## src/rtl/core/pcxrle_pkg.sv

```systemverilog
package pcxrle_pkg;

   // Encoding constants of the PCX run-length scheme.
   localparam logic [5:0] RUN_MAX    = 6'd63;
   localparam logic [7:0] COUNT_BASE = 8'hC0;
   localparam logic [7:0] LONE_MARK  = 8'hC1;

   // Reset value of the line width register.
   localparam logic [9:0] LINE_WIDTH_RESET = 10'd512;

   // Command queue between the front and back parts.
   localparam int QDEPTH  = 4;
   localparam int QPTR_W  = $clog2(QDEPTH);
   localparam int QCNT_W  = $clog2(QDEPTH + 1);

   // One queued command: up to four encoded bytes caused by one pixel.
   typedef struct packed {
      logic [2:0]      nbytes;
      logic [3:0][7:0] bytes;
      logic            line_end;
   } cmd_type;

   // Status of the queue head as seen by the back part.
   typedef struct packed {
      logic valid;
   } qctl_type;

endpackage

```

## src/rtl/core/pcxrle_if.sv

```systemverilog
// Pixel input channel.
interface pcxrle_req_if;
   logic       valid;
   logic       ready;
   logic [7:0] pixel;

   modport source (output valid, output pixel, input ready);
   modport sink   (input valid, input pixel, output ready);
endinterface

// Encoded byte output channel.
interface pcxrle_rsp_if;
   logic       valid;
   logic       ready;
   logic [7:0] out_byte;
   logic       last;
   logic       line_done;

   modport source (output valid, output out_byte, output last, output line_done, input ready);
   modport sink   (input valid, input out_byte, input last, input line_done, output ready);
endinterface

// Line width register write channel.
interface pcxrle_csr_if;
   logic       valid;
   logic       ready;
   logic [9:0] line_width;

   modport source (output valid, output line_width, input ready);
   modport sink   (input valid, input line_width, output ready);
endinterface

```

## src/rtl/core/pcxrle_front.sv

```systemverilog
module pcxrle_front #(
   parameter int MAX_WIDTH = 512
) (
   input  logic                clock,
   input  logic                reset,
   input  logic                csr_valid,
   input  logic [9:0]          csr_line_width,
   input  logic                accept,
   input  logic [7:0]          pixel,
   output logic                push,
   output pcxrle_pkg::cmd_type cmd
);
   import pcxrle_pkg::*;

   localparam int COL_W = $clog2(MAX_WIDTH);
   localparam int WW    = (COL_W + 1 > 11) ? COL_W + 1 : 11;

   logic [9:0]       line_width_ff;
   logic [7:0]       held_ff, held_in;
   logic [5:0]       run_ff, run_in;
   logic [COL_W-1:0] col_ff, col_in;

   logic [WW-1:0] eff_width;
   logic [WW-1:0] col_next;
   logic          extend;
   logic          line_end;
   logic [7:0]    new_held;
   logic [5:0]    new_run;
   logic [2:0]    k;

   // Width register; the user must write it only while the block is idle, as the block itself does not enforce it.
   always_ff @(posedge clock) begin
      if (reset) begin
         line_width_ff <= LINE_WIDTH_RESET;
      end else if (csr_valid) begin
         line_width_ff <= csr_line_width;
      end
   end

   // Effective width: zero acts as one, values above the maximum saturate.
   always_comb begin
      eff_width = WW'(line_width_ff);
      if (line_width_ff == 10'd0) begin
         eff_width = WW'(1);
      end else if (eff_width > WW'(MAX_WIDTH)) begin
         eff_width = WW'(MAX_WIDTH);
      end
   end

   assign col_next = WW'(col_ff) + WW'(1);
   assign line_end = (col_next >= eff_width);
   assign extend   = (run_ff != 6'd0) && (pixel == held_ff) && (run_ff < RUN_MAX);
   assign new_held = extend ? held_ff : pixel;
   assign new_run  = extend ? run_ff + 6'd1 : 6'd1;

   // Classify the pixel and pack the bytes that flush the old run and, at line end, the new run.
   always_comb begin
      cmd.bytes    = '0;
      cmd.line_end = line_end;
      k            = 3'd0;
      if (!extend && run_ff != 6'd0) begin
         if (run_ff >= 6'd2) begin
            cmd.bytes[k[1:0]] = COUNT_BASE + {2'b00, run_ff};
            k = k + 3'd1;
         end else if (held_ff >= COUNT_BASE) begin
            cmd.bytes[k[1:0]] = LONE_MARK;
            k = k + 3'd1;
         end
         cmd.bytes[k[1:0]] = held_ff;
         k = k + 3'd1;
      end
      if (line_end) begin
         if (new_run >= 6'd2) begin
            cmd.bytes[k[1:0]] = COUNT_BASE + {2'b00, new_run};
            k = k + 3'd1;
         end else if (new_held >= COUNT_BASE) begin
            cmd.bytes[k[1:0]] = LONE_MARK;
            k = k + 3'd1;
         end
         cmd.bytes[k[1:0]] = new_held;
         k = k + 3'd1;
      end
      cmd.nbytes = k;
      push       = accept && (k != 3'd0);
   end

   // Next run and column state.
   always_comb begin
      held_in = new_held;
      run_in  = line_end ? 6'd0 : new_run;
      col_in  = line_end ? '0 : col_next[COL_W-1:0];
   end

   always_ff @(posedge clock) begin
      if (reset) begin
         held_ff <= 8'd0;
         run_ff  <= 6'd0;
         col_ff  <= '0;
      end else if (accept) begin
         held_ff <= held_in;
         run_ff  <= run_in;
         col_ff  <= col_in;
      end
   end

endmodule

```

## src/rtl/core/pcxrle_queue.sv

```systemverilog
module pcxrle_queue (
   input  logic                 clock,
   input  logic                 reset,
   input  logic                 push,
   input  pcxrle_pkg::cmd_type  push_cmd,
   output logic                 full,
   input  logic                 pop,
   output pcxrle_pkg::qctl_type head_ctl,
   output pcxrle_pkg::cmd_type  head_cmd
);
   import pcxrle_pkg::*;

   cmd_type           entry_ff [QDEPTH];
   logic [QPTR_W-1:0] wr_ptr_ff, wr_ptr_in;
   logic [QPTR_W-1:0] rd_ptr_ff, rd_ptr_in;
   logic [QCNT_W-1:0] count_ff, count_in;

   assign full           = (count_ff == QCNT_W'(QDEPTH));
   assign head_ctl.valid = (count_ff != '0);
   assign head_cmd       = entry_ff[rd_ptr_ff];

   // Pointer and fill count updates.
   always_comb begin
      wr_ptr_in = push ? wr_ptr_ff + QPTR_W'(1) : wr_ptr_ff;
      rd_ptr_in = pop ? rd_ptr_ff + QPTR_W'(1) : rd_ptr_ff;
      count_in  = count_ff;
      if (push && !pop) begin
         count_in = count_ff + QCNT_W'(1);
      end else if (pop && !push) begin
         count_in = count_ff - QCNT_W'(1);
      end
   end

   always_ff @(posedge clock) begin
      if (reset) begin
         wr_ptr_ff <= '0;
         rd_ptr_ff <= '0;
         count_ff  <= '0;
      end else begin
         wr_ptr_ff <= wr_ptr_in;
         rd_ptr_ff <= rd_ptr_in;
         count_ff  <= count_in;
      end
   end

   // Entry storage.
   always_ff @(posedge clock) begin
      if (push) begin
         entry_ff[wr_ptr_ff] <= push_cmd;
      end
   end

endmodule

```

## src/rtl/core/pcxrle_back.sv

```systemverilog
module pcxrle_back (
   input  logic                 clock,
   input  logic                 reset,
   input  pcxrle_pkg::qctl_type head_ctl,
   input  pcxrle_pkg::cmd_type  head_cmd,
   output logic                 pop,
   input  logic                 rsp_ready,
   output logic                 rsp_valid,
   output logic [7:0]           rsp_out_byte,
   output logic                 rsp_last,
   output logic                 rsp_line_done
);
   import pcxrle_pkg::*;

   logic [1:0] idx_ff, idx_in;
   logic       valid_ff, valid_in;
   logic [7:0] byte_ff;
   logic       last_ff;
   logic       done_ff;
   logic       load;
   logic       is_last;

   // A queued byte refills the output register when it is empty or taken.
   assign load    = head_ctl.valid && (!valid_ff || rsp_ready);
   assign is_last = ({1'b0, idx_ff} == head_cmd.nbytes - 3'd1);
   assign pop     = load && is_last;

   always_comb begin
      idx_in   = idx_ff;
      valid_in = valid_ff;
      if (load) begin
         idx_in   = is_last ? 2'd0 : idx_ff + 2'd1;
         valid_in = 1'b1;
      end else if (rsp_ready) begin
         valid_in = 1'b0;
      end
   end

   always_ff @(posedge clock) begin
      if (reset) begin
         idx_ff   <= 2'd0;
         valid_ff <= 1'b0;
      end else begin
         idx_ff   <= idx_in;
         valid_ff <= valid_in;
      end
   end

   // Output word register.
   always_ff @(posedge clock) begin
      if (load) begin
         byte_ff <= head_cmd.bytes[idx_ff];
         last_ff <= is_last;
         done_ff <= is_last && head_cmd.line_end;
      end
   end

   assign rsp_valid     = valid_ff;
   assign rsp_out_byte  = byte_ff;
   assign rsp_last      = last_ff;
   assign rsp_line_done = done_ff;

endmodule

```

## src/rtl/core/pcx_rle_line_encoder.sv

```systemverilog
// PCX run-length line encoder. Each req word carries one 8-bit pixel of a
// scanline; rsp words carry the encoded bytes, with last on the final byte a
// pixel causes and line_done on the final byte of a scanline. A pixel that only
// starts or extends a run produces no output word. Pixels are accepted one per
// cycle while the four-entry command queue has room; the output side delivers
// one byte per cycle while rsp ready is high, so the rate is set by the bytes
// a pixel causes: up to two to flush a run or a marked literal, and up to four
// on a line-end pixel that closes two runs. The line width register is written
// through the csr channel, which is always ready; write it only while the
// encoder is idle. MAX_WIDTH sets the largest usable line width.
module pcx_rle_line_encoder #(
   parameter int MAX_WIDTH = 512
) (
   input  logic                clock,
   input  logic                reset,
   pcxrle_req_if.sink          req_chan,
   pcxrle_rsp_if.source        rsp_chan,
   pcxrle_csr_if.sink          csr_chan
);
   import pcxrle_pkg::*;

   logic     accept;
   logic     push;
   logic     full;
   logic     pop;
   cmd_type  push_cmd;
   cmd_type  head_cmd;
   qctl_type head_ctl;

   assign req_chan.ready = !full;
   assign csr_chan.ready = 1'b1;
   assign accept         = req_chan.valid && !full;

   // Front: run tracking and command building.
   pcxrle_front #(
      .MAX_WIDTH(MAX_WIDTH)
   ) u_front (
      .clock          (clock),
      .reset          (reset),
      .csr_valid      (csr_chan.valid),
      .csr_line_width (csr_chan.line_width),
      .accept         (accept),
      .pixel          (req_chan.pixel),
      .push           (push),
      .cmd            (push_cmd)
   );

   // Command queue.
   pcxrle_queue u_queue (
      .clock    (clock),
      .reset    (reset),
      .push     (push),
      .push_cmd (push_cmd),
      .full     (full),
      .pop      (pop),
      .head_ctl (head_ctl),
      .head_cmd (head_cmd)
   );

   // Back: byte serializer.
   pcxrle_back u_back (
      .clock         (clock),
      .reset         (reset),
      .head_ctl      (head_ctl),
      .head_cmd      (head_cmd),
      .pop           (pop),
      .rsp_ready     (rsp_chan.ready),
      .rsp_valid     (rsp_chan.valid),
      .rsp_out_byte  (rsp_chan.out_byte),
      .rsp_last      (rsp_chan.last),
      .rsp_line_done (rsp_chan.line_done)
   );

   // The end of a line always closes the byte group of its pixel.
   a_done_is_last: assert property (@(posedge clock) disable iff (reset)
      rsp_chan.valid && rsp_chan.line_done |-> rsp_chan.last)
      else $error("line_done without last");

   // The front never pushes into a full queue.
   a_no_overflow: assert property (@(posedge clock) disable iff (reset)
      push |-> !full)
      else $error("command queue overflow");

   // The back only pops a present entry.
   a_no_underflow: assert property (@(posedge clock) disable iff (reset)
      pop |-> head_ctl.valid)
      else $error("command queue underflow");

   // A queued command always holds at least one byte.
   a_nonempty_cmd: assert property (@(posedge clock) disable iff (reset)
      head_ctl.valid |-> (head_cmd.nbytes != 3'd0))
      else $error("empty command in queue");

endmodule

```

## src/flat_wrapper.sv

```systemverilog
// flat-port wrapper written by rule: the top's interface ports become plain ports
module pcx_rle_line_encoder_flat import pcxrle_pkg::*;
#(
   parameter int MAX_WIDTH = 512
)
  (clock, reset, req_chan_valid, req_chan_pixel, req_chan_ready, rsp_chan_valid, rsp_chan_out_byte, rsp_chan_last, rsp_chan_line_done, rsp_chan_ready, csr_chan_valid, csr_chan_line_width, csr_chan_ready);
  pcxrle_req_if req_chan_i ();
  pcxrle_rsp_if rsp_chan_i ();
  pcxrle_csr_if csr_chan_i ();
  input  logic clock;
  input  logic reset;
  input wire logic [$bits(req_chan_i.valid)-1:0] req_chan_valid;
  input wire logic [$bits(req_chan_i.pixel)-1:0] req_chan_pixel;
  output wire logic [$bits(req_chan_i.ready)-1:0] req_chan_ready;
  output wire logic [$bits(rsp_chan_i.valid)-1:0] rsp_chan_valid;
  output wire logic [$bits(rsp_chan_i.out_byte)-1:0] rsp_chan_out_byte;
  output wire logic [$bits(rsp_chan_i.last)-1:0] rsp_chan_last;
  output wire logic [$bits(rsp_chan_i.line_done)-1:0] rsp_chan_line_done;
  input wire logic [$bits(rsp_chan_i.ready)-1:0] rsp_chan_ready;
  input wire logic [$bits(csr_chan_i.valid)-1:0] csr_chan_valid;
  input wire logic [$bits(csr_chan_i.line_width)-1:0] csr_chan_line_width;
  output wire logic [$bits(csr_chan_i.ready)-1:0] csr_chan_ready;
  assign req_chan_i.valid = req_chan_valid;
  assign req_chan_i.pixel = req_chan_pixel;
  assign req_chan_ready = req_chan_i.ready;
  assign rsp_chan_valid = rsp_chan_i.valid;
  assign rsp_chan_out_byte = rsp_chan_i.out_byte;
  assign rsp_chan_last = rsp_chan_i.last;
  assign rsp_chan_line_done = rsp_chan_i.line_done;
  assign rsp_chan_i.ready = rsp_chan_ready;
  assign csr_chan_i.valid = csr_chan_valid;
  assign csr_chan_i.line_width = csr_chan_line_width;
  assign csr_chan_ready = csr_chan_i.ready;
  pcx_rle_line_encoder #(.MAX_WIDTH(MAX_WIDTH)) u_core (.clock(clock), .reset(reset), .req_chan(req_chan_i), .rsp_chan(rsp_chan_i), .csr_chan(csr_chan_i));
endmodule
```

## config.mk

```make
export PLATFORM = sky130hd
export DESIGN_NAME = pcx_rle_line_encoder_flat
export DESIGN_NICKNAME = d
export VERILOG_FILES = /design/src/rtl/core/pcxrle_pkg.sv /design/src/rtl/core/pcxrle_if.sv /design/src/rtl/core/pcxrle_front.sv /design/src/rtl/core/pcxrle_queue.sv /design/src/rtl/core/pcxrle_back.sv /design/src/rtl/core/pcx_rle_line_encoder.sv /design/src/flat_wrapper.sv
export SDC_FILE = /design/constraint.sdc
export NUM_CORES = 1
export LEC_CHECK = 0
export BUFFER_PORTS_ARGS = -buffer_cell sky130_fd_sc_hd__buf_2
export CAP_MARGIN = 10
export CORE_AREA = 2 2 120 122
export CTS_CLUSTER_DIAMETER = 60
export DETAILED_ROUTE_END_ITERATION = 8
export DIE_AREA = 0 0 122 124
export PLACE_DENSITY_LB_ADDON = 0.1
export SYNTH_ARGS = -nofsm -noshare
export SYNTH_HDL_FRONTEND = slang
export SYNTH_SLANG_ARGS = --single-unit
```

## constraint.sdc

```tcl
create_clock -name clock -period 6.1 [get_ports clock]
set_input_delay 0.305 -clock clock [delete_from_list [all_inputs] [get_ports clock]]
set_output_delay 0.305 -clock clock [all_outputs]
set_load 0.02 [all_outputs]
```

Yosys cells after proc, flatten, opt, wreduce, memory -nomap -nowiden
Memory sizes are Yosys's and may differ from the RTL's. A register that Yosys moved wholly into a read port is not among the register bits. Cells that the tools add are included.

Flip-flop bits (word level): 53. Memory bits (writable): 144. Input port bits: 23. Output and inout bits: 13. Memories kept: 1.

$add $sub $neg: 13. $lt $le $gt $ge: 14. Eq/ne operators: 3. Multiplexer cells: 42. Bitwise gates (word level): 3. Reduce and logical (&&, ||, !) cells: 25.

Memories: u_core.u_queue.entry_ff (words 4, bits a word 36, rd ports 1, clocked after memory_dff 1, write ports 1, RTL line pcxrle_queue.sv:13) `cmd_type entry_ff [QDEPTH];`.

Operators by type and width (number): $mux W32 (5); $bwmux W32 (3); $mux W8 (8); $demux W8 S2 (3); $mux W3 (8); $and A20 B20 Y20 (1); $mux W10 (2); $not A20 Y20 (1); $add A7 B7 Y8 const A (2); $bmux W8 S2 (1); $ge A8 B8 Y1 const B (2); $logic_and A1 B1 Y1 (13); $add A3 B1 Y3 const B (4); $ge A6 B2 Y1 const B (2); $lt A2 B3 Y1 const B (4); $mux W6 (2); $or A12 B12 Y12 (1); $ge A10 B11 Y1 (1); $add A9 B1 Y10 const B (1); $gt A10 B10 Y1 const B (1); $logic_not A10 Y1 (1); $mux W9 (1); $eq A8 B8 Y1 (1); $add A2 B1 Y2 const B (3); other kinds (13) (29).

Logic depth before layout (Yosys ltp)
Gate-level depths: netlist of the first run.

Depth after elaboration: 20. Mapped depth: 16. Depth with buffers taken out: 16.

Cells and area by module
From an unflattened synthesis of the first run, not the netlist that was laid out.

Cell total of the unflattened synthesis: 605. Area total of the unflattened synthesis: 8937.3 µm².

Modules (own cells, without submodules): pcxrle_queue (instances 1, cells an instance 232, area each 5679.2 µm², sequential area each 4504.3 µm²); pcxrle_front (instances 1, cells an instance 325, area each 2541.2 µm², sequential area each 660.6 µm²); pcxrle_back (instances 1, cells an instance 44, area each 695.7 µm², sequential area each 360.3 µm²); pcx_rle_line_encoder (instances 1, cells an instance 4, area each 21.3 µm², sequential area each 0.0 µm²).

Worst setup path before layout of the first run
OpenSTA, ideal clock, no wires.

Path kind: reg-to-reg. From: register u_core.u_front.col_ff[0]. To: memory u_core.u_queue.entry_ff[0][0] (netlist name) (enable). Arrival: 3258 ps. Data required time: 5703 ps. Slack: 2446 ps. Cell stages (with the launch flop): 12. Path buffers: 0. Period minus slack after synthesis: 3654 ps. Cells stage by stage: dfxtp_1 -> ha_1 -> nand3_1 -> nor2_1 -> nand3_1 -> xnor2_1 -> ha_1 -> nand3_1 -> nor3_1 -> a221oi_1 -> a31oi_1 -> and2_1.

Longest elaborated chain between the ends: 7.

RTL lines: start, declared (RTL line pcxrle_front.sv:21) `logic [COL_W-1:0] col_ff, col_in;`; start signal, assigned (RTL line pcxrle_front.sv:102) `col_ff <= col_in;`; $add A9 B1 Y10 (RTL line pcxrle_front.sv:50) `assign col_next = WW'(col_ff) + WW'(1);`; $ge A10 B11 Y1 (RTL line pcxrle_front.sv:51) `assign line_end = (col_next >= eff_width);`; $mux W3 (RTL line pcxrle_front.sv:72) `if (line_end) begin`; $reduce_bool A3 Y1 (RTL line pcxrle_front.sv:84) `push = accept && (k != 3'd0);`; $logic_and A1 B1 Y1 (RTL line pcxrle_front.sv:84); via u_core.push (RTL line pcx_rle_line_encoder.sv:23) `logic push;`; $mux W1 (RTL line pcxrle_queue.sv:48) `if (push) begin`; $mux W1 (implied by the code) (RTL line pcxrle_queue.sv:49) `entry_ff[wr_ptr_ff] <= push_cmd;`; end, declared (RTL line pcxrle_queue.sv:13).

The timed path passes the listed nets, and every way through them passes these cells.

==> run summary, run 1 <==
Status -> complete, no violations
Die X -> 122 um
Post-synthesis adder-cell area fraction -> 3.05%
Sequential share of the synthesized area -> 62.4%
Critical path class -> reg2reg
CP Capture Type -> flop
Via density -> 6.31
Cts hold-fix bufs -> 0
Sw Pwr -> 956 uW
Gate Count Post-Synth -> 622
Simple-Gate Fraction of Synth Area -> 10.2%
Row count -> 43
Max-cap violations -> 0
Met1 Use GR -> 34.9%
I/O Pins -> 36
Endpoints failing hold -> 0
Clock buffer depth -> 2
Pre-CTS WS -> 1.84 ns
Initial antenna violation count -> 0
Combinational power share -> 20.0%
Number of flops mapped to enable cells by yosys -> 154
Detailed Route Iter0 Violations -> 788
Overall power -> 3420 uW
Req. time, crit path -> 6.21 ns
Sink Count -> 199
Area Growth Syn to Fin -> 10.1%
Synth warnings -> 0
Synth Area in XOR/XNOR -> 2.67%
GRT Overall Usage -> 24.8%
Pwr dens -> 351 mW/mm2
Largest family of logic cells by synthesized area -> multiplexers
Worst hold path class -> in2reg
Grt met2 use -> 39.4%
Minimum hold slack -> 0.0890 ns
Starting Density -> 64.5%
Drt first pass iters -> 5
Worst Max-Slew Pin Slew -> 1.09 ns
Clock Skew -> 0.00836 ns
Share of cells above drive strength 1 -> 19.4%
H-tree depth -> 4
Placer congestion estimate -> 0.894
Postcts setup bufs -> 0
Arrival @ worst endpoint -> 4.45 ns
Via count -> 5323
Layer with the highest usage -> met2
Root Buffer -> clkbuf_16
Post-synthesis average cell area -> 14.2 um2
Core Util, Final -> 71.0%
Post-synthesis mux area share -> 12.6%
Largest fanout on the critical path -> 24
Crit share post-route -> 71.2%
Final setup vio count -> 0
Clock power frac -> 30.1%
Setup_tns -> 0 ns
Max Slew Vio Count -> 0
First-pass GRT wire length -> 27.7 mm
Worst-path clk slew -> 0.07 ns
Worst-Skew Late Latency -> 0.43 ns
Largest net degree at the start of global routing -> 45
# nets final -> 695
Synth Flop Type -> edfxtp_1
Core box area -> 0.0137 mm2
GR Util met3 -> 4.95%
Die height -> 124 um
Leakage power -> 0.00345 uW
Antenna Diode Count -> 0
FMAX -> 230 MHz
Reg power frac -> 50.0%
FF+latch area -> 0.00553 mm2
Worst setup SP type -> flop
CTS tree -> built
Worst Slack Setup Final -> 1.76 ns
Syn Std Cell Area -> 0.00885 mm2
Routed wire length -> 17.4 mm
Dpl hpwl -> 11.2 mm
Min Tclk post-route -> 4.34 ns
Slew margin rel. -> 27.2%
Switching share of power -> 27.9%
Ys async rst share -> 0%
Internal Power -> 2460 uW
I/O Buffers -> 34
Routed WL per cell -> 20.6 um
Vias in the first global route -> 5237
Number of remaining DRC errors -> 0
Worst vdd ir -> 0.000211 V
Multi-input logic area -> 0.00313 mm2
CTS resizes -> 0
Antenna Nets Post-Route -> 0
Die area -> 0.0151 mm2
CTS Buf Count -> 17
Fillers -> 929
Syn Nets -> 666
Synth Area in Compound Gates -> 6.70%
Grt total ovfl -> 0
#FFs+latches synth -> 199
Netlist cell types -> 56
Unrepaired setup endpoints after global routing -> no
==> metrics by stage <==
step	instance area, um2	cells
2_1_floorplan	8850	622
3_3_place_gp	9200	812
3_5_place_dp	9200	812
4_1_cts	9740	844
5_1_grt	9740	844
6_report	9740	844
==> power groups by stage <==
stage                     combinational (uW)  clock [uW]  sequential, uW
after floorplan                          475           0            1740
after global placement                   669           0            1730
after detailed placement                 684           0            1740
after CTS                                687        1040            1710
after global routing                     749        1100            1730
final                                    683        1030            1710
==> worst max-delay path: stages, from the launching register on <==
cell       delay [ns]
dfxtp_1          0.40
ha_1             0.25
nand3_1          0.19
nor2_1           0.25
nand3_1          0.12
xnor2_1          0.16
ha_1             0.33
nand3_1          0.09
nor3_1           0.21
a221oi_1         0.16
and2_1           0.19
buf_4            0.21
inv_1            0.53
a211oi_1         0.25
a2111oi_0        0.68
==> flip-flops by register name, summed over array words and instances (netlist names), named ones only <==
register,cells
u_core.u_queue.entry_ff,144
u_core.u_front.line_width_ff,10
u_core.u_front.col_ff,9
u_core.u_back.rsp_out_byte,8
u_core.u_front.held_ff,8
u_core.u_front.run_ff,6
u_core.u_queue.count_ff,3
u_core.u_back.idx_ff,2
u_core.u_queue.rd_ptr_ff,2
u_core.u_queue.wr_ptr_ff,2
u_core.u_back.rsp_last,1
u_core.u_back.rsp_line_done,1
u_core.u_back.rsp_valid,1
==> layer usage <==
metal  vias up  routed length [um]
met2       171                8560
met5         -                   0
li1       2445                   -
met3        29                 842
met4         0                 320
met1      2678                7640
==> final timing paths <==
| check | startpoint | end | slack [ns] | cells after the start |
|---|---|---|---|---|
| worst max-delay path | u_core.u_front.col_ff[0] | u_core.u_queue.entry_ff[3][15] | 1.76 | 14 |
| worst min-delay path | csr_chan_line_width[9] | u_core.u_front.line_width_ff[9] | 0.09 | 3 |
| worst max register to register | u_core.u_front.col_ff[0] | u_core.u_queue.entry_ff[3][15] | 1.76 | 14 |
| worst min register to register | u_core.u_back.rsp_valid | u_core.u_back.rsp_valid | 0.48 | 2 |
==> synthesized netlist by cell type (2+ instances only) <==
library cell | number | share of area (%)
nand2b_1 | 2 | 0.14
mux2i_1 | 12 | 1.4
or4_1 | 3 | 0.25
dfxtp_1 | 45 | 10
nor3_1 | 9 | 0.51
and2_1 | 16 | 1.1
a221o_1 | 4 | 0.45
clkbuf_1 | 24 | 1.0
nand2_1 | 55 | 2.3
a2111oi_0 | 2 | 0.20
a31oi_1 | 7 | 0.49
and3_1 | 11 | 0.78
nor4_1 | 6 | 0.42
nand4_1 | 7 | 0.49
and4_1 | 2 | 0.20
nor2_1 | 35 | 1.5
ha_1 | 20 | 2.8
edfxtp_1 | 154 | 52
nor2b_1 | 3 | 0.21
a221oi_1 | 2 | 0.20
o21ai_0 | 12 | 0.68
mux4_2 | 44 | 11
xnor2_1 | 18 | 1.8
o31ai_1 | 2 | 0.17
a2111oi_4 | 2 | 0.62
nand3_1 | 17 | 0.96
buf_2 | 4 | 0.23
or3_1 | 5 | 0.35
a211oi_1 | 3 | 0.25
xor2_1 | 9 | 0.89
inv_1 | 16 | 0.68
a22o_1 | 5 | 0.49
buf_1 | 6 | 0.25
a21oi_1 | 34 | 1.9
o211ai_1 | 5 | 0.42
==> cell type report <==
class,count,share of cell area (%)
Sequential cell,199,56.7
Multi-Input combinational cell,371,32.1
Clock buffer,21,4.84
Timing Repair Buffer,45,2.59
Tap cell,180,2.31
Clock inverter,11,0.758
Inverter,17,0.655
==> kinds of logic after synthesis <==
family,count (synthesis)
compound gates,86
xor+xnor,27
fa+ha+maj,21
buf+inv,52
flops,199
mux,56
other cells,1
simple gates,180
==> cells in the final DEF, fill, tap and decap left out, drive strengths merged, types with 3 or more instances in the layout <==
cell / n
mux4: 44
nand3: 17
a211oi: 3
o21ai: 12
xor2: 9
nand2: 56
or4: 4
mux2i: 12
nor2: 35
buf: 45
a21oi: 34
a2111oi: 5
edfxtp: 154
nor2b: 3
o211ai: 5
ha: 20
or3: 5
inv: 18
and3: 11
nand4: 7
nor3: 9
xnor2: 18
a22o: 5
nor4: 6
a31oi: 7
a221o: 4
and2: 16
clkbuf: 21
dfxtp: 45
clkinv: 9
Power figures use the tool's default switching activity.
==> run 2: changes to the inputs <==
--- a/config.mk
+++ b/config.mk
@@ -7,10 +7,10 @@
 export LEC_CHECK = 0
 export BUFFER_PORTS_ARGS = -buffer_cell sky130_fd_sc_hd__buf_2
 export CAP_MARGIN = 10
-export CORE_AREA = 2 2 120 122
+export CORE_AREA = 2 2 124 126
 export CTS_CLUSTER_DIAMETER = 60
 export DETAILED_ROUTE_END_ITERATION = 8
-export DIE_AREA = 0 0 122 124
+export DIE_AREA = 0 0 126 128
 export PLACE_DENSITY_LB_ADDON = 0.1
 export SYNTH_ARGS = -nofsm -noshare
 export SYNTH_HDL_FRONTEND = slang
==> constraint.sdc (replaced) <==
create_clock -name clock -period 4.45 [get_ports clock]
set_input_delay 0.2225 -clock clock [delete_from_list [all_inputs] [get_ports clock]]
set_output_delay 0.2225 -clock clock [all_outputs]
set_load 0.02 [all_outputs]
==> run summary, run 2 (same netlist as run 1, synthesis figures left out) <==
Status -> complete, no violations (unchanged)
Final setup vio count -> 0 (unchanged)
Kind of cell adding the most delay to the critical path -> adder cells (was compound AO/OA/AOI/OAI gates)
Sw Pwr -> 1340 uW (was 956 uW)
Largest net degree at the start of global routing -> 45 (unchanged)
Fin area -> 0.00984 mm2 (was 0.00974 mm2)
Via density -> 6.21 (was 6.31)
Worst Max-Slew Pin Slew -> 0.892 ns (was 1.09 ns)
Placer congestion estimate -> 0.893 (was 0.894)
Sink Count -> 199 (unchanged)
Grt total ovfl -> 0 (unchanged)
Drt first pass iters -> 4 (was 5)
Combinational power share -> 20.3% (was 20.0%)
GRT Overall Usage -> 23.6% (was 24.8%)
Placement Cell Area -> 0.00925 mm2 (was 0.00920 mm2)
Detailed Route Iter0 Violations -> 556 (was 788)
Layer with the highest usage -> met2 (unchanged)
Crit share post-route -> 92.6% (was 71.2%)
Clock buffer depth -> 2 (unchanged)
Starting Density -> 59.5% (was 64.5%)
Worst vdd ir -> 0.000302 V (was 0.000211 V)
Hold Path End -> u_core.u_front.line_width_ff[6] (was u_core.u_front.line_width_ff[9])
Worst setup SP type -> flop (unchanged)
Number of remaining DRC errors -> 0 (unchanged)
Initial antenna violation count -> 0 (unchanged)
Max incr delay on CP -> 0.51 ns (was 0.68 ns)
Grt met2 use -> 37.1% (was 39.4%)
Arrival @ worst endpoint -> 4.48 ns (was 4.45 ns)
Met1 Use GR -> 33.9% (was 34.9%)
Routed WL per cell -> 20.8 um (was 20.6 um)
Max-cap violations -> 0 (unchanged)
Share of cells above drive strength 1 -> 20.3% (was 19.4%)
Leakage power -> 0.00349 uW (was 0.00345 uW)
Most frequent cells in the layout -> edfxtp_1 (154), nand2_1 (55), mux4_2 (44), dfxtp_1 (44), nor2_1 (35) (unchanged)
Top flop regs -> u_core.u_queue.entry_ff (144), u_core.u_front.line_width_ff (10), u_core.u_front.col_ff (9) (unchanged)
Switching share of power -> 27.9% (about the same)
Critical R2R Capture -> u_core.u_queue.count_ff[2] (was u_core.u_queue.entry_ff[3][15])
Largest Register -> u_core.u_queue.entry_ff (unchanged)
Reg2reg path depth -> 16 (was 14)
Clock power frac -> 31.4% (was 30.1%)
Pwr dens -> 487 mW/mm2 (was 351 mW/mm2)
Routed wire length -> 17.8 mm (was 17.4 mm)
Die area -> 0.0161 mm2 (was 0.0151 mm2)
Hold path startpoint -> csr_chan_line_width[6] (was csr_chan_line_width[9])
Unrepaired setup endpoints after global routing -> yes (was no)
Via count -> 5334 (was 5323)
CP Capture Type -> flop (unchanged)
Clock Skew -> 0.0110 ns (was 0.00836 ns)
Antenna Nets Post-Route -> 0 (unchanged)
# nets final -> 702 (was 695)
I/O Buffers -> 34 (unchanged)
Core Util, Final -> 66.2% (was 71.0%)
Critical path class -> reg2reg (unchanged)
Min Tclk post-route -> 4.12 ns (was 4.34 ns)
R2R Setup Slk -> 0.33 ns (was 1.76 ns)
Core box area -> 0.0149 mm2 (was 0.0137 mm2)
Endpoints failing hold -> 0 (unchanged)
Internal Power -> 3460 uW (was 2460 uW)
CTS Buf Count -> 17 (unchanged)
GR Util met3 -> 4.26% (was 4.95%)
Max Slew Vio Count -> 0 (unchanged)
RR Startpoint -> u_core.u_front.col_ff[0] (unchanged)
Setup crit start -> u_core.u_front.col_ff[0] (unchanged)
Worst-Skew Late Latency -> 0.43 ns (about the same)
First-pass GRT wire length -> 28.9 mm (was 27.7 mm)
Die height -> 128 um (was 124 um)
Reg power frac -> 48.3% (was 50.0%)
Vias in the first global route -> 5264 (was 5237)
I/O Pins -> 36 (unchanged)
Req. time, crit path -> 4.80 ns (was 6.21 ns)
CP max stage cell -> a31oi_1 (was a2111oi_0)
Hold depth -> 3 (unchanged)
Slew margin rel. -> 40.0% (was 27.2%)
FF+latch area -> 0.00553 mm2 (unchanged)
Max reg flops -> 144 (unchanged)
Row count -> 45 (was 43)
CP bufs+invs -> 1 (was 2)
CTS tree -> built (unchanged)
Antenna Diode Count -> 0 (unchanged)
Worst-path clk slew -> 0.07 ns (about the same)
Crit-path cells -> ha_1 > nand3_1 > nor2_1 > nand3_1 > xnor2_1 > ha_1 > nand3_1 > nor3_1 > a221oi_1 > a31oi_1 > ha_1 > inv_1 > fa_1 > xor2_1 > or3_1 > a21oi_1 (was ha_1 > nand3_1 > nor2_1 > nand3_1 > xnor2_1 > ha_1 > nand3_1 > nor3_1 > a221oi_1 > and2_1 > buf_4 > inv_1 > a211oi_1 > a2111oi_0)
FMAX -> 243 MHz (was 230 MHz)
Dpl hpwl -> 11.6 mm (was 11.2 mm)
Area Growth Syn to Fin -> 11.3% (was 10.1%)
Worst hold path class -> in2reg (unchanged)
Fillers -> 1101 (was 929)
Die X -> 126 um (was 122 um)
Largest fanout on the critical path -> 7 (was 24)
Root Buffer -> clkbuf_16 (unchanged)
Commonest non-fill, non-tap cell in the layout -> edfxtp_1 (unchanged)
Multi-input logic area -> 0.00313 mm2 (about the same)
H-tree depth -> 4 (unchanged)
## run 2: cell count changes in the layout (fill, tap and decap cells not counted), sizes merged
| cell | change |
|---|---|
| buf | +6 |
| bufinv | +2 |
| clkbuf | -4 |
| clkinv | -3 |
| clkinvlp | +3 |
| dlygate4sd3 | +1 |
| inv | +2 |
## run 2: metal layers
| metal | vias up | part of all wire [%] |
|---|---|---|
| li1 | 2455 | - |
| met1 | 2707 | 45 |
| met2 | 148 | 49 |
| met3 | 24 | 4.7 |
| met4 | 0 | 1.7 |
| met5 | - | 0 |
## run 2: area by class of cell
| cell class | count | area share [%] |
|---|---|---|
| multi-input combinational | 371 | 31.8 |
| clock buffer | 17 | 4.32 |
| clock inverter | 15 | 1.54 |
| timing repair buffer | 52 | 3.13 |
| sequential | 199 | 56.1 |
| inverter | 17 | 0.648 |
| tap | 188 | 2.39 |
## run 2: worst max-delay path by stage
stage	to	slack (ns)	depth (start not counted)
after floorplan	u_core.u_queue.entry_ff[0][0]	0.80	11
after CTS	u_core.u_queue.entry_ff[3][16]	0.22	12
after global placement	u_core.u_queue.count_ff[2]	0.57	16
after global routing	u_core.u_queue.count_ff[2]	-0.01	16
final	u_core.u_queue.count_ff[2]	0.33	16
after detailed placement	u_core.u_queue.entry_ff[2][16]	0.27	12
## run 2: what timing repair did
| action | in CTS | in global routing |
|---|---|---|
| hold buffers | 1 | 0 |
| endpoints found under the setup margin | 0 | 9 |
| buffers inserted | 0 | 0 |
| hold endpoints to repair | 1 | 0 |
| resized for setup | 0 | 2 |
## run 2: power by group through the flow
stage,clock network [uW],registers [uW],logic [uW]
2_1_floorplan,0,2390,652
3_3_place_gp,0,2350,960
3_5_place_dp,0,2360,984
4_1_cts,1530,2320,990
5_1_grt,1600,2340,1080
6_report,1500,2320,975
## run 2: worst register-to-register path, delay by kind of cell, from the launching register on
kind	cells	cell delay (ns)
compound gates	3	0.82
xor+xnor	2	0.34
fa+ha+maj	4	1.23
buf+inv	1	0.06
flops	1	0.39
simple gates	6	1.20
## run 2: metrics by stage
step           power (uW)  worst slack (ns)  hold slack [ns]  setup TNS (ns)  instances
2_1_floorplan        3040             0.796            0.349               0        622
3_3_place_gp         3310             0.569            0.448               0        826
3_5_place_dp         3350             0.271            0.448               0        826
4_1_cts              4840             0.222           0.0121               0        859
5_1_grt              5020           -0.0124           0.0231         -0.0124        859
6_report             4800             0.329           0.0257               0        859
